File: config.mk
export PLATFORM = sky130hd
export DESIGN_NAME = ellipse_outline_rasterizer
export DESIGN_NICKNAME = d
export VERILOG_FILES = /design/src/sv/elr_pkg.sv /design/src/sv/elr_step.sv /design/src/sv/ellipse_outline_rasterizer.sv
export SDC_FILE = /design/constraint.sdc
export NUM_CORES = 2
export LEC_CHECK = 0
export BUFFER_PORTS_ARGS = -buffer_cell sky130_fd_sc_hd__buf_2
export CORE_ASPECT_RATIO = 1.25
export CORE_UTILIZATION = 59
export CTS_CLUSTER_DIAMETER = 100
export DETAILED_ROUTE_END_ITERATION = 6
export HOLD_SLACK_MARGIN = 0.1
export PLACE_DENSITY = 0.79
export SLEW_MARGIN = 10
export SYNTH_ARGS = -nofsm -noshare
export SYNTH_HDL_FRONTEND = slang
export SYNTH_HIERARCHICAL = 1
export SYNTH_SLANG_ARGS = --single-unit
File: constraint.sdc
create_clock -name i_clk -period 9.87 [get_ports i_clk]
set_input_delay 0.987 -clock i_clk [delete_from_list [all_inputs] [get_ports i_clk]]
set_output_delay 0.987 -clock i_clk [all_outputs]
set_load 0.005 [all_outputs]
File: src/sv/elr_pkg.sv
// Shared widths, codes and types for the ellipse outline rasterizer.
`default_nettype none

package elr_pkg;

    localparam int DEF_MAX_DIM = 4096;

    localparam int FRAME_W   = 13;
    localparam int CORNER_W  = 13;
    localparam int BOX_W     = 14;
    localparam int COLOR_W   = 32;
    localparam int COORD_W   = 14;
    localparam int MASK_W    = 4;
    localparam int CFG_IDX_W = 1;

    localparam int S_TDATA_W = 88;
    localparam int M_TDATA_W = 96;

    localparam logic ACT_START = 1'b0;
    localparam logic ACT_STEP  = 1'b1;

    localparam logic [CFG_IDX_W-1:0] CFG_FRAME_WIDTH  = 1'd0;
    localparam logic [CFG_IDX_W-1:0] CFG_FRAME_HEIGHT = 1'd1;

    typedef enum logic [5:0] {
        PH_IDLE = 6'b000001,
        PH_SQ   = 6'b000010,
        PH_PROD = 6'b000100,
        PH_INIT = 6'b001000,
        PH_ONE  = 6'b010000,
        PH_TWO  = 6'b100000
    } t_phase;

    typedef struct packed {
        logic in_two;
    } t_step_ctl;

    typedef struct packed {
        logic enter_two;
        logic last;
    } t_step_sts;

    typedef struct packed {
        logic                      last_point;
        logic [COLOR_W-1:0]        plot_color;
        logic [MASK_W-1:0]         visible_mask;
        logic signed [COORD_W-1:0] y_upper;
        logic signed [COORD_W-1:0] y_lower;
        logic signed [COORD_W-1:0] x_left;
        logic signed [COORD_W-1:0] x_right;
    } t_result;

endpackage

`default_nettype wire

File: src/sv/elr_step.sv
// One midpoint-ellipse step: point set, clip mask and next walk state.
`default_nettype none

module elr_step
    import elr_pkg::*;
#(
    parameter int HW  = 12,
    parameter int SQW = 24,
    parameter int PW  = 36,
    parameter int DW  = 41,
    parameter int CW  = 15
) (
    input  wire t_step_ctl          i_ctl,
    input  wire logic signed [CW-1:0] i_cx,
    input  wire logic signed [CW-1:0] i_cy,
    input  wire logic [HW-1:0]      i_ox,
    input  wire logic [HW-1:0]      i_oy,
    input  wire logic [PW-1:0]      i_sx,
    input  wire logic [PW-1:0]      i_sy,
    input  wire logic signed [DW-1:0] i_d,
    input  wire logic [SQW-1:0]     i_a2,
    input  wire logic [SQW-1:0]     i_b2,
    input  wire logic [HW-1:0]      i_hx,
    input  wire logic [PW-1:0]      i_b2hx,
    input  wire logic signed [DW-1:0] i_d_two,
    input  wire logic [FRAME_W-1:0] i_fw,
    input  wire logic [FRAME_W-1:0] i_fh,
    output t_result                 o_res,
    output logic [HW-1:0]           o_next_ox,
    output logic [HW-1:0]           o_next_oy,
    output logic [PW-1:0]           o_next_sx,
    output logic [PW-1:0]           o_next_sy,
    output logic signed [DW-1:0]    o_next_d,
    output t_step_sts               o_sts
);

    logic signed [CW-1:0] rx, lx, ly, uy;
    logic [CW-1:0]        fw_ext, fh_ext;
    logic                 rx_in, lx_in, ly_in, uy_in;

    logic [PW-1:0]        a2_p, b2_p;
    logic signed [DW-1:0] a2_d, b2_d, sx_d, sy_d;
    logic signed [DW-1:0] corr, grow;
    logic                 dpos;
    logic [HW-1:0]        ox1, oy1;
    logic [PW-1:0]        sx1, sy1;
    logic                 crossed;

    assign rx = i_cx + $signed({{(CW-HW){1'b0}}, i_ox});
    assign lx = i_cx - $signed({{(CW-HW){1'b0}}, i_ox});
    assign ly = i_cy + $signed({{(CW-HW){1'b0}}, i_oy});
    assign uy = i_cy - $signed({{(CW-HW){1'b0}}, i_oy});

    assign fw_ext = {{(CW-FRAME_W){1'b0}}, i_fw};
    assign fh_ext = {{(CW-FRAME_W){1'b0}}, i_fh};

    assign rx_in = !rx[CW-1] && (rx < fw_ext);
    assign lx_in = !lx[CW-1] && (lx < fw_ext);
    assign ly_in = !ly[CW-1] && (ly < fh_ext);
    assign uy_in = !uy[CW-1] && (uy < fh_ext);

    always_comb begin
        o_res.x_right      = rx[COORD_W-1:0];
        o_res.x_left       = lx[COORD_W-1:0];
        o_res.y_lower      = ly[COORD_W-1:0];
        o_res.y_upper      = uy[COORD_W-1:0];
        o_res.visible_mask = {lx_in && uy_in, rx_in && uy_in, lx_in && ly_in, rx_in && ly_in};
        o_res.plot_color   = '0;
        o_res.last_point   = o_sts.last;
    end

    // The products b2*x and a2*y are carried along as sx and sy, so each
    // step needs only additions.
    assign a2_p = {{(PW-SQW){1'b0}}, i_a2};
    assign b2_p = {{(PW-SQW){1'b0}}, i_b2};
    assign a2_d = $signed({{(DW-SQW){1'b0}}, i_a2});
    assign b2_d = $signed({{(DW-SQW){1'b0}}, i_b2});
    assign sx_d = $signed({{(DW-PW){1'b0}}, i_sx});
    assign sy_d = $signed({{(DW-PW){1'b0}}, i_sy});
    assign dpos = !i_d[DW-1];

    always_comb begin
        if (i_ctl.in_two) begin
            corr = (b2_d <<< 2) - (sx_d <<< 2);
            grow = (sy_d <<< 2) + (a2_d <<< 2) + (a2_d <<< 1);
            ox1  = dpos ? i_ox - 1'b1 : i_ox;
            sx1  = dpos ? i_sx - b2_p : i_sx;
            oy1  = i_oy + 1'b1;
            sy1  = i_sy + a2_p;
            crossed = sy1 > sx1;
        end else begin
            corr = (a2_d <<< 2) - (sy_d <<< 2);
            grow = (sx_d <<< 2) + (b2_d <<< 2) + (b2_d <<< 1);
            oy1  = dpos ? i_oy - 1'b1 : i_oy;
            sy1  = dpos ? i_sy - a2_p : i_sy;
            ox1  = i_ox + 1'b1;
            sx1  = i_sx + b2_p;
            crossed = sx1 > sy1;
        end
    end

    always_comb begin
        o_sts.enter_two = !i_ctl.in_two && crossed;
        o_sts.last      = i_ctl.in_two && crossed;
        if (o_sts.enter_two) begin
            o_next_ox = i_hx;
            o_next_oy = '0;
            o_next_sx = i_b2hx;
            o_next_sy = '0;
            o_next_d  = i_d_two;
        end else begin
            o_next_ox = ox1;
            o_next_oy = oy1;
            o_next_sx = sx1;
            o_next_sy = sy1;
            o_next_d  = i_d + (dpos ? corr : '0) + grow;
        end
    end

endmodule

`default_nettype wire

File: src/sv/ellipse_outline_rasterizer.sv
// Top level of the midpoint ellipse outline rasterizer with stream ports.
//
//  Channel   Direction  Handshake                Carries
//  s         in         i_s_tvalid / o_s_tready  start or step command
//  m         out        o_m_tvalid / i_m_tready  four mirrored points of one step
//  cfg       in         i_cfg_we                 frame width and height
//
// A step transaction can be accepted in every cycle while o_s_tready is high; in a drawing
// phase its point set is registered at the accepting edge, in the output register or skid entry.
// A start transaction with its corner inside the frame is followed by the setup states PH_SQ,
// PH_PROD and PH_INIT (squares, cross products, initial decision terms) with o_s_tready low.
// Reset is synchronous and leaves the block idle with a 4096 by 4096 frame.
// An output register plus one skid entry keep input acceptance running while
// a point set waits on i_m_tready; o_s_tready also falls once the skid is full.
`default_nettype none

module ellipse_outline_rasterizer
    import elr_pkg::*;
#(
    parameter int MAX_DIM = DEF_MAX_DIM
) (
    input  wire logic                 i_clk,
    input  wire logic                 i_rst_n,
    input  wire logic                 i_s_tvalid,
    output logic                      o_s_tready,
    // corner_x, corner_y, box_width, box_height, pen_color, zero fill
    input  wire logic [S_TDATA_W-1:0] i_s_tdata,
    // action
    input  wire logic [0:0]           i_s_tuser,
    output logic                      o_m_tvalid,
    input  wire logic                 i_m_tready,
    // x_right, x_left, y_lower, y_upper, visible_mask, plot_color, zero fill
    output logic [M_TDATA_W-1:0]      o_m_tdata,
    output logic                      o_m_tlast,
    input  wire logic                 i_cfg_we,
    input  wire logic [CFG_IDX_W-1:0] i_cfg_idx,
    input  wire logic [FRAME_W-1:0]   i_cfg_data
);

    localparam int HALF_MAX = MAX_DIM / 2;
    localparam int HW       = $clog2(HALF_MAX + 1);
    localparam int SQW      = 2 * HW;
    localparam int PW       = 3 * HW;
    localparam int DW       = PW + 5;
    localparam int CW       = $clog2(8192 + MAX_DIM) + 1;

    t_phase r_phase, n_phase;
    logic [FRAME_W-1:0] r_fw, r_fh;

    logic signed [CW-1:0] r_cx, r_cy;
    logic [HW-1:0]        r_hx, r_hy, r_ox, r_oy;
    logic [SQW-1:0]       r_a2, r_b2;
    logic [PW-1:0]        r_sx, r_sy, r_b2hx;
    logic signed [DW-1:0] r_d, r_d_two;
    logic [COLOR_W-1:0]   r_color;

    t_result r_out, r_skd;
    logic    r_out_valid, r_skd_valid;

    logic                        s_fire, m_fire, is_start, is_step, drawing;
    logic                        res_valid, corner_in;
    logic signed [CORNER_W-1:0]  in_cx, in_cy;
    logic signed [BOX_W-1:0]     in_bw, in_bh;
    logic [COLOR_W-1:0]          in_color;
    logic [CORNER_W-1:0]         raw_hx, raw_hy;
    logic [HW-1:0]               hx_c, hy_c;

    t_step_ctl            step_ctl;
    t_step_sts            step_sts;
    t_result              step_res, res_word;
    logic [HW-1:0]        next_ox, next_oy;
    logic [PW-1:0]        next_sx, next_sy;
    logic signed [DW-1:0] next_d;
    logic [PW-1:0]        a2hy_prod, b2hx_prod;
    logic signed [DW-1:0] a2_d, b2_d, sy_d, b2hx_d;

    assign in_cx    = i_s_tdata[12:0];
    assign in_cy    = i_s_tdata[25:13];
    assign in_bw    = i_s_tdata[39:26];
    assign in_bh    = i_s_tdata[53:40];
    assign in_color = i_s_tdata[85:54];

    assign drawing    = (r_phase == PH_ONE) || (r_phase == PH_TWO);
    assign o_s_tready = !r_skd_valid &&
                        (r_phase == PH_IDLE || r_phase == PH_ONE || r_phase == PH_TWO);
    assign s_fire     = i_s_tvalid && o_s_tready;
    assign m_fire     = o_m_tvalid && i_m_tready;
    assign is_start   = s_fire && (i_s_tuser[0] == ACT_START);
    assign is_step    = s_fire && (i_s_tuser[0] == ACT_STEP);
    assign res_valid  = is_step && drawing;

    assign corner_in = !in_cx[CORNER_W-1] && ({1'b0, in_cx[CORNER_W-2:0]} < r_fw) &&
                       !in_cy[CORNER_W-1] && ({1'b0, in_cy[CORNER_W-2:0]} < r_fh);

    // Half sizes truncate toward zero, then clamp into [1, MAX_DIM/2].
    assign raw_hx = in_bw[BOX_W-1] ? '0 : in_bw[BOX_W-1:1];
    assign raw_hy = in_bh[BOX_W-1] ? '0 : in_bh[BOX_W-1:1];

    always_comb begin
        if (32'(raw_hx) > 32'(HALF_MAX)) begin
            hx_c = HW'(HALF_MAX);
        end else if (raw_hx == '0) begin
            hx_c = HW'(1);
        end else begin
            hx_c = HW'(raw_hx);
        end
        if (32'(raw_hy) > 32'(HALF_MAX)) begin
            hy_c = HW'(HALF_MAX);
        end else if (raw_hy == '0) begin
            hy_c = HW'(1);
        end else begin
            hy_c = HW'(raw_hy);
        end
    end

    always_comb begin
        n_phase = r_phase;
        if (is_start) begin
            n_phase = corner_in ? PH_SQ : PH_IDLE;
        end else begin
            case (r_phase)
                PH_SQ:   n_phase = PH_PROD;
                PH_PROD: n_phase = PH_INIT;
                PH_INIT: n_phase = PH_ONE;
                PH_ONE: begin
                    if (is_step && step_sts.enter_two) begin
                        n_phase = PH_TWO;
                    end
                end
                PH_TWO: begin
                    if (is_step && step_sts.last) begin
                        n_phase = PH_IDLE;
                    end
                end
                PH_IDLE: n_phase = PH_IDLE;
                default: n_phase = PH_IDLE;
            endcase
        end
    end

    assign step_ctl.in_two = (r_phase == PH_TWO);

    elr_step #(
        .HW  (HW),
        .SQW (SQW),
        .PW  (PW),
        .DW  (DW),
        .CW  (CW)
    ) u_step (
        .i_ctl     (step_ctl),
        .i_cx      (r_cx),
        .i_cy      (r_cy),
        .i_ox      (r_ox),
        .i_oy      (r_oy),
        .i_sx      (r_sx),
        .i_sy      (r_sy),
        .i_d       (r_d),
        .i_a2      (r_a2),
        .i_b2      (r_b2),
        .i_hx      (r_hx),
        .i_b2hx    (r_b2hx),
        .i_d_two   (r_d_two),
        .i_fw      (r_fw),
        .i_fh      (r_fh),
        .o_res     (step_res),
        .o_next_ox (next_ox),
        .o_next_oy (next_oy),
        .o_next_sx (next_sx),
        .o_next_sy (next_sy),
        .o_next_d  (next_d),
        .o_sts     (step_sts)
    );

    always_comb begin
        res_word            = step_res;
        res_word.plot_color = r_color;
    end

    assign a2hy_prod = {{HW{1'b0}}, r_a2} * {{(PW-HW){1'b0}}, r_hy};
    assign b2hx_prod = {{HW{1'b0}}, r_b2} * {{(PW-HW){1'b0}}, r_hx};
    assign a2_d      = $signed({{(DW-SQW){1'b0}}, r_a2});
    assign b2_d      = $signed({{(DW-SQW){1'b0}}, r_b2});
    assign sy_d      = $signed({{(DW-PW){1'b0}}, r_sy});
    assign b2hx_d    = $signed({{(DW-PW){1'b0}}, r_b2hx});

    always_ff @(posedge i_clk) begin
        if (!i_rst_n) begin
            r_phase <= PH_IDLE;
        end else begin
            r_phase <= n_phase;
        end
    end

    always_ff @(posedge i_clk) begin
        if (!i_rst_n) begin
            r_fw <= FRAME_W'(4096);
            r_fh <= FRAME_W'(4096);
        end else if (i_cfg_we) begin
            case (i_cfg_idx)
                CFG_FRAME_WIDTH:  r_fw <= i_cfg_data;
                CFG_FRAME_HEIGHT: r_fh <= i_cfg_data;
                default: ;
            endcase
        end
    end

    // Walk state: loaded by a start inside the frame, finished over the setup cycles, then
    // advanced by each step.
    always_ff @(posedge i_clk) begin
        if (is_start && corner_in) begin
            r_hx    <= hx_c;
            r_hy    <= hy_c;
            r_cx    <= $signed({{(CW-CORNER_W){in_cx[CORNER_W-1]}}, in_cx}) +
                       $signed({{(CW-HW){1'b0}}, hx_c});
            r_cy    <= $signed({{(CW-CORNER_W){in_cy[CORNER_W-1]}}, in_cy}) +
                       $signed({{(CW-HW){1'b0}}, hy_c});
            r_ox    <= '0;
            r_oy    <= hy_c;
            r_color <= in_color;
        end else if (r_phase == PH_SQ) begin
            r_a2 <= SQW'(r_hx) * SQW'(r_hx);
            r_b2 <= SQW'(r_hy) * SQW'(r_hy);
        end else if (r_phase == PH_PROD) begin
            r_sy   <= a2hy_prod;
            r_b2hx <= b2hx_prod;
        end else if (r_phase == PH_INIT) begin
            r_sx    <= '0;
            r_d     <= (b2_d <<< 1) + a2_d - (sy_d <<< 1);
            r_d_two <= (a2_d <<< 1) + b2_d - (b2hx_d <<< 1);
        end else if (res_valid) begin
            r_ox <= next_ox;
            r_oy <= next_oy;
            r_sx <= next_sx;
            r_sy <= next_sy;
            r_d  <= next_d;
        end
    end

    always_ff @(posedge i_clk) begin
        if (!i_rst_n) begin
            r_out_valid <= 1'b0;
            r_skd_valid <= 1'b0;
        end else if (!r_out_valid || m_fire) begin
            if (r_skd_valid) begin
                r_out_valid <= 1'b1;
                r_skd_valid <= 1'b0;
            end else begin
                r_out_valid <= res_valid;
            end
        end else if (res_valid) begin
            r_skd_valid <= 1'b1;
        end
    end

    always_ff @(posedge i_clk) begin
        if (!r_out_valid || m_fire) begin
            r_out <= r_skd_valid ? r_skd : res_word;
        end else if (res_valid) begin
            r_skd <= res_word;
        end
    end

    assign o_m_tvalid = r_out_valid;
    assign o_m_tlast  = r_out.last_point;
    assign o_m_tdata  = {4'b0, r_out.plot_color, r_out.visible_mask, r_out.y_upper,
                         r_out.y_lower, r_out.x_left, r_out.x_right};

    a_skd_needs_out: assert property (@(posedge i_clk) disable iff (!i_rst_n)
        r_skd_valid |-> r_out_valid)
        else $error("skid entry held while output register empty");

    a_setup_blocks: assert property (@(posedge i_clk) disable iff (!i_rst_n)
        (r_phase == PH_SQ || r_phase == PH_PROD || r_phase == PH_INIT) |-> !o_s_tready)
        else $error("input accepted during ellipse setup");

    a_setup_order: assert property (@(posedge i_clk) disable iff (!i_rst_n)
        (r_phase == PH_SQ) |=> (r_phase == PH_PROD))
        else $error("setup sequence broken");

    a_last_ends: assert property (@(posedge i_clk) disable iff (!i_rst_n)
        (res_valid && step_sts.last) |=> (r_phase == PH_IDLE))
        else $error("walk continued after final point set");

    a_res_drawing: assert property (@(posedge i_clk) disable iff (!i_rst_n)
        (r_out_valid && !$past(r_out_valid) && $past(i_rst_n)) |-> $past(drawing))
        else $error("point set produced outside a drawing phase");

endmodule

`default_nettype wire

==> flow_results.org <==
** Setup path
- Setup slack of the worst register-to-register path :: 1.62 ns
- Top delay family on crit path :: compound AO/OA/AOI/OAI gates
- STA puts the critical path data required time at 10.32 ns.
- STA classifies the critical path endpoint as a flip-flop.
- Top fanout value on the critical path :: 15
- On the worst path, the slowest cell contributes a delay of 1.02 ns.
- The number of buffers and inverters on the critical path is 1.
- For the worst setup path, the data arrival time is 8.70 ns.
- Critical Setup Path Class :: flip-flop to flip-flop
- The cell that appears most often on the critical path is a21oi_1.
- Crit-path slowest cell :: edfxtp_1
- Critical Path Start Type :: flip-flop

** Finish
- Layout cells sized above 1 :: 7.486%
- At the end of the flow, the number of nets in the layout was 9918.
- Compared with the post-synthesis result, the final layout area differs by 6.533%.
- Cell area after layout :: 0.07923 mm²

** Run status
- Outcome :: finished clean

** Die
- Top-level port count :: 207
- Measured along the x axis, the die boundary spans 319.6 µm.
- After floorplanning, the core was sized to cover 0.1250 mm².
- The floorplan step defined a die boundary enclosing 0.1275 mm².
- # rows :: 145
- Vertical extent of the die :: 398.9 µm
- The initial utilization of the core area, before any placement, comes to 59.49%.

** Global route
- Routing usage on met3 :: 5.210%
- Grt met1 use :: 44.67%
- Met2 usage in global routing :: 62.62%
- Wire length of the first global-routing pass :: 356.3 mm
- Summed over all layers, the global routing overflow is 0.
- Overall fraction of global-route tracks in use :: 37.04%
- The number of antenna violations at the first check in global routing was 6.
- Busiest layer in global routing :: met2
- The via count of the first global-routing pass is 61440.
- Entering global routing, the biggest net connects 73 pins.

** STA
- For the final routed database, the setup TNS stands at 0 ns.
- Of the available clock period, the critical path in the final layout requires 83.59%.
- Setup violations remaining at the end of the flow were counted as 0.
- Worst Clk Skew :: 0.03527 ns
- Counting I/O delays and the setup requirement, the final critical path takes 8.250 ns.
- Setup repair after global routing left no endpoint under its margin.
- The worst pin sits at a relative slew slack of 12.33%.
- Maximum clock rate :: 0.1212 GHz
- Final hold vios :: 0
- Transition time at the pin with the least slew margin :: 1.306 ns
- Number of max-slew violations in the final report :: 0

** Clocking
- Buffers inserted during clock tree synthesis total 68.
- Num Clock Sinks :: 559
- Clock Root Buffer :: clkbuf_16
- No sink is reached through more buffers than the 3 on the longest clock path.
- Clock H-tree levels :: 3
- Post-CTS repair changed the size of 0 cells.
- Post-CTS Setup Repair Bufs :: 0
- Clock transition time at the flip-flop clock pins of the worst setup and hold paths :: 0.06 ns
- TritonCTS built the clock tree.
- For the worst-skew pair, the clock arrives at the later sink with an insertion delay of 0.69 ns.
- In this run, post-CTS hold repair placed 0 buffers.

** Synth
- A synthesized cell averages 9.010 µm².
- Mapped Area :: 0.07437 mm²
- Cell count after synthesis :: 8254
- Warnings from Yosys :: 6

** Routing
- Dividing the detail-routed via count by the number of cells gives 6.131.
- For this run, design rule violations remaining after detail routing come to 0.
- Total vias in the final route :: 61190
- Routed len/inst :: 23.84 µm
- The detailed router finished its first iteration with 5273 violations.
- Number of nets with antenna violations after routing :: 0
- Before antenna repair, the detailed router went through 7 iterations.
- For this block, the routed nets add up to 237.9 mm of wire.

** Run
- Maximum Capacitance Violations :: 0

** Pwr
- Maximum vdd drop :: 0.0001290 V
- The analysis attributes to cell leakage a power of 36.53 nW.
- Power Density :: 86.96 mW/mm²

** Placement
- GP Congestion :: 1.048
- HPWL Detailed :: 189.8 mm
- Once placement finished, the instance area stood at 0.07699 mm².
- Buffers placed on the I/O ports in this run total 198.

** Hold path
- Min-Delay Path Class :: flip-flop to flip-flop
## power breakdown
part / switching (mW) / internal (mW)
clock: 1.13 / 1.42
combinational: 1.00 / 0.674
sequential: 0.0215 / 2.64
## final cells by class
class,count,area [µm²]
timing repair buffer,304,1787
clock inverter,45,417.9
fill,10370,45770
clock buffer,78,1813
tap,1617,2023
antenna,1,2.502
inverter,1210,4552
multi-input combinational,6166,52300
sequential,559,16330
## worst register-to-register path, stage by stage (launching register included)
cell and delay (ns):
edfxtp_1 1.02, fa_1 0.58, ha_1 0.34, a21o_1 0.13
a21oi_1 0.12, o31ai_1 0.51, a2111oi_0 0.14, buf_4 0.18
o31ai_1 0.64, a21oi_1 0.21, a21oi_1 0.72, nand2_1 0.15
xor2_1 0.17, mux2i_1 0.34, fa_1 0.48, ha_1 0.36
nand2_1 0.09, nand2_1 0.07, a21o_1 0.19, a21oi_1 0.15
o21ai_0 0.20, nand3b_1 0.28, a31o_2 0.28, a21oi_1 0.20
xnor3_1 0.23, o21ai_1 0.06, o21a_1 0.20
## metal layers
| layer | share of wire (%) | routed length (µm) |
|---|---|---|
| met2 | 48 | 113400 |
| met4 | 7.0 | 16630 |
| met5 | 0.015 | 36 |
| met1 | 38 | 90200 |
| met3 | 7.4 | 17670 |
## final timing paths
check                  start  cells after the start         to
setup reg to reg     r_b2[3]                     26    r_d[40]
hold reg to reg   r_color[7]                      0  r_skd[67]
setup / recovery     r_b2[3]                     26    r_d[40]
hold / removal    r_color[7]                      0  r_skd[67]
## cells in the final DEF, fill, tap and decap left out, types with 31 or more instances in the layout
cell type,n
o21a_1,64
fa_1,731
a31oi_1,42
nand3_1,94
xor2_1,167
o21ai_0,362
and3_1,58
dfxtp_1,45
clkbuf_16,71
nand4_1,57
ha_1,770
edfxtp_1,513
nor2_1,478
a21o_1,195
xnor2_1,344
buf_4,106
or3_1,39
mux2i_1,56
nor3_1,117
nor4_1,31
nand2_1,888
and2_1,294
a21oi_1,479
nand2b_1,72
inv_1,1189
mux2_2,134
a21boi_0,45
buf_2,198
o211ai_1,32
o21bai_1,79
o31ai_1,44
a211oi_1,56
nor2b_1,71
## per-stage QoR
stage          instances  utilization, %  worst slack, ns  power (mW)  hold WS [ns]
4_1_cts             9979           63.37            1.829       6.903        0.4356
2_1_floorplan       8281               -            2.706       3.908        0.4222
5_1_grt             9979           63.38            1.340       7.191        0.4583
3_5_place_dp        9856           61.59            1.869       4.357        0.4348
3_3_place_gp        9856           61.59            1.911       4.301        0.4276
6_report            9980           63.38            1.620       6.889        0.4405
## registers in the layout, indices dropped and copies added, names as in the netlist
name and cells:
r_cy 14, r_d 40, r_color 32, r_hy 12, o_m_tvalid 1, r_ox 12, r_fw 13, r_oy 12
r_sx 36, r_hx 12, r_b2hx 36, o_m_tdata 92, r_d_two 37, o_m_tlast 1, r_phase 6, r_a2 23
r_fh 13, r_skd_valid 1, r_sy 36, r_b2 23, r_skd 93, r_cx 14
No activity file was read; power rests on OpenSTA's default activity.
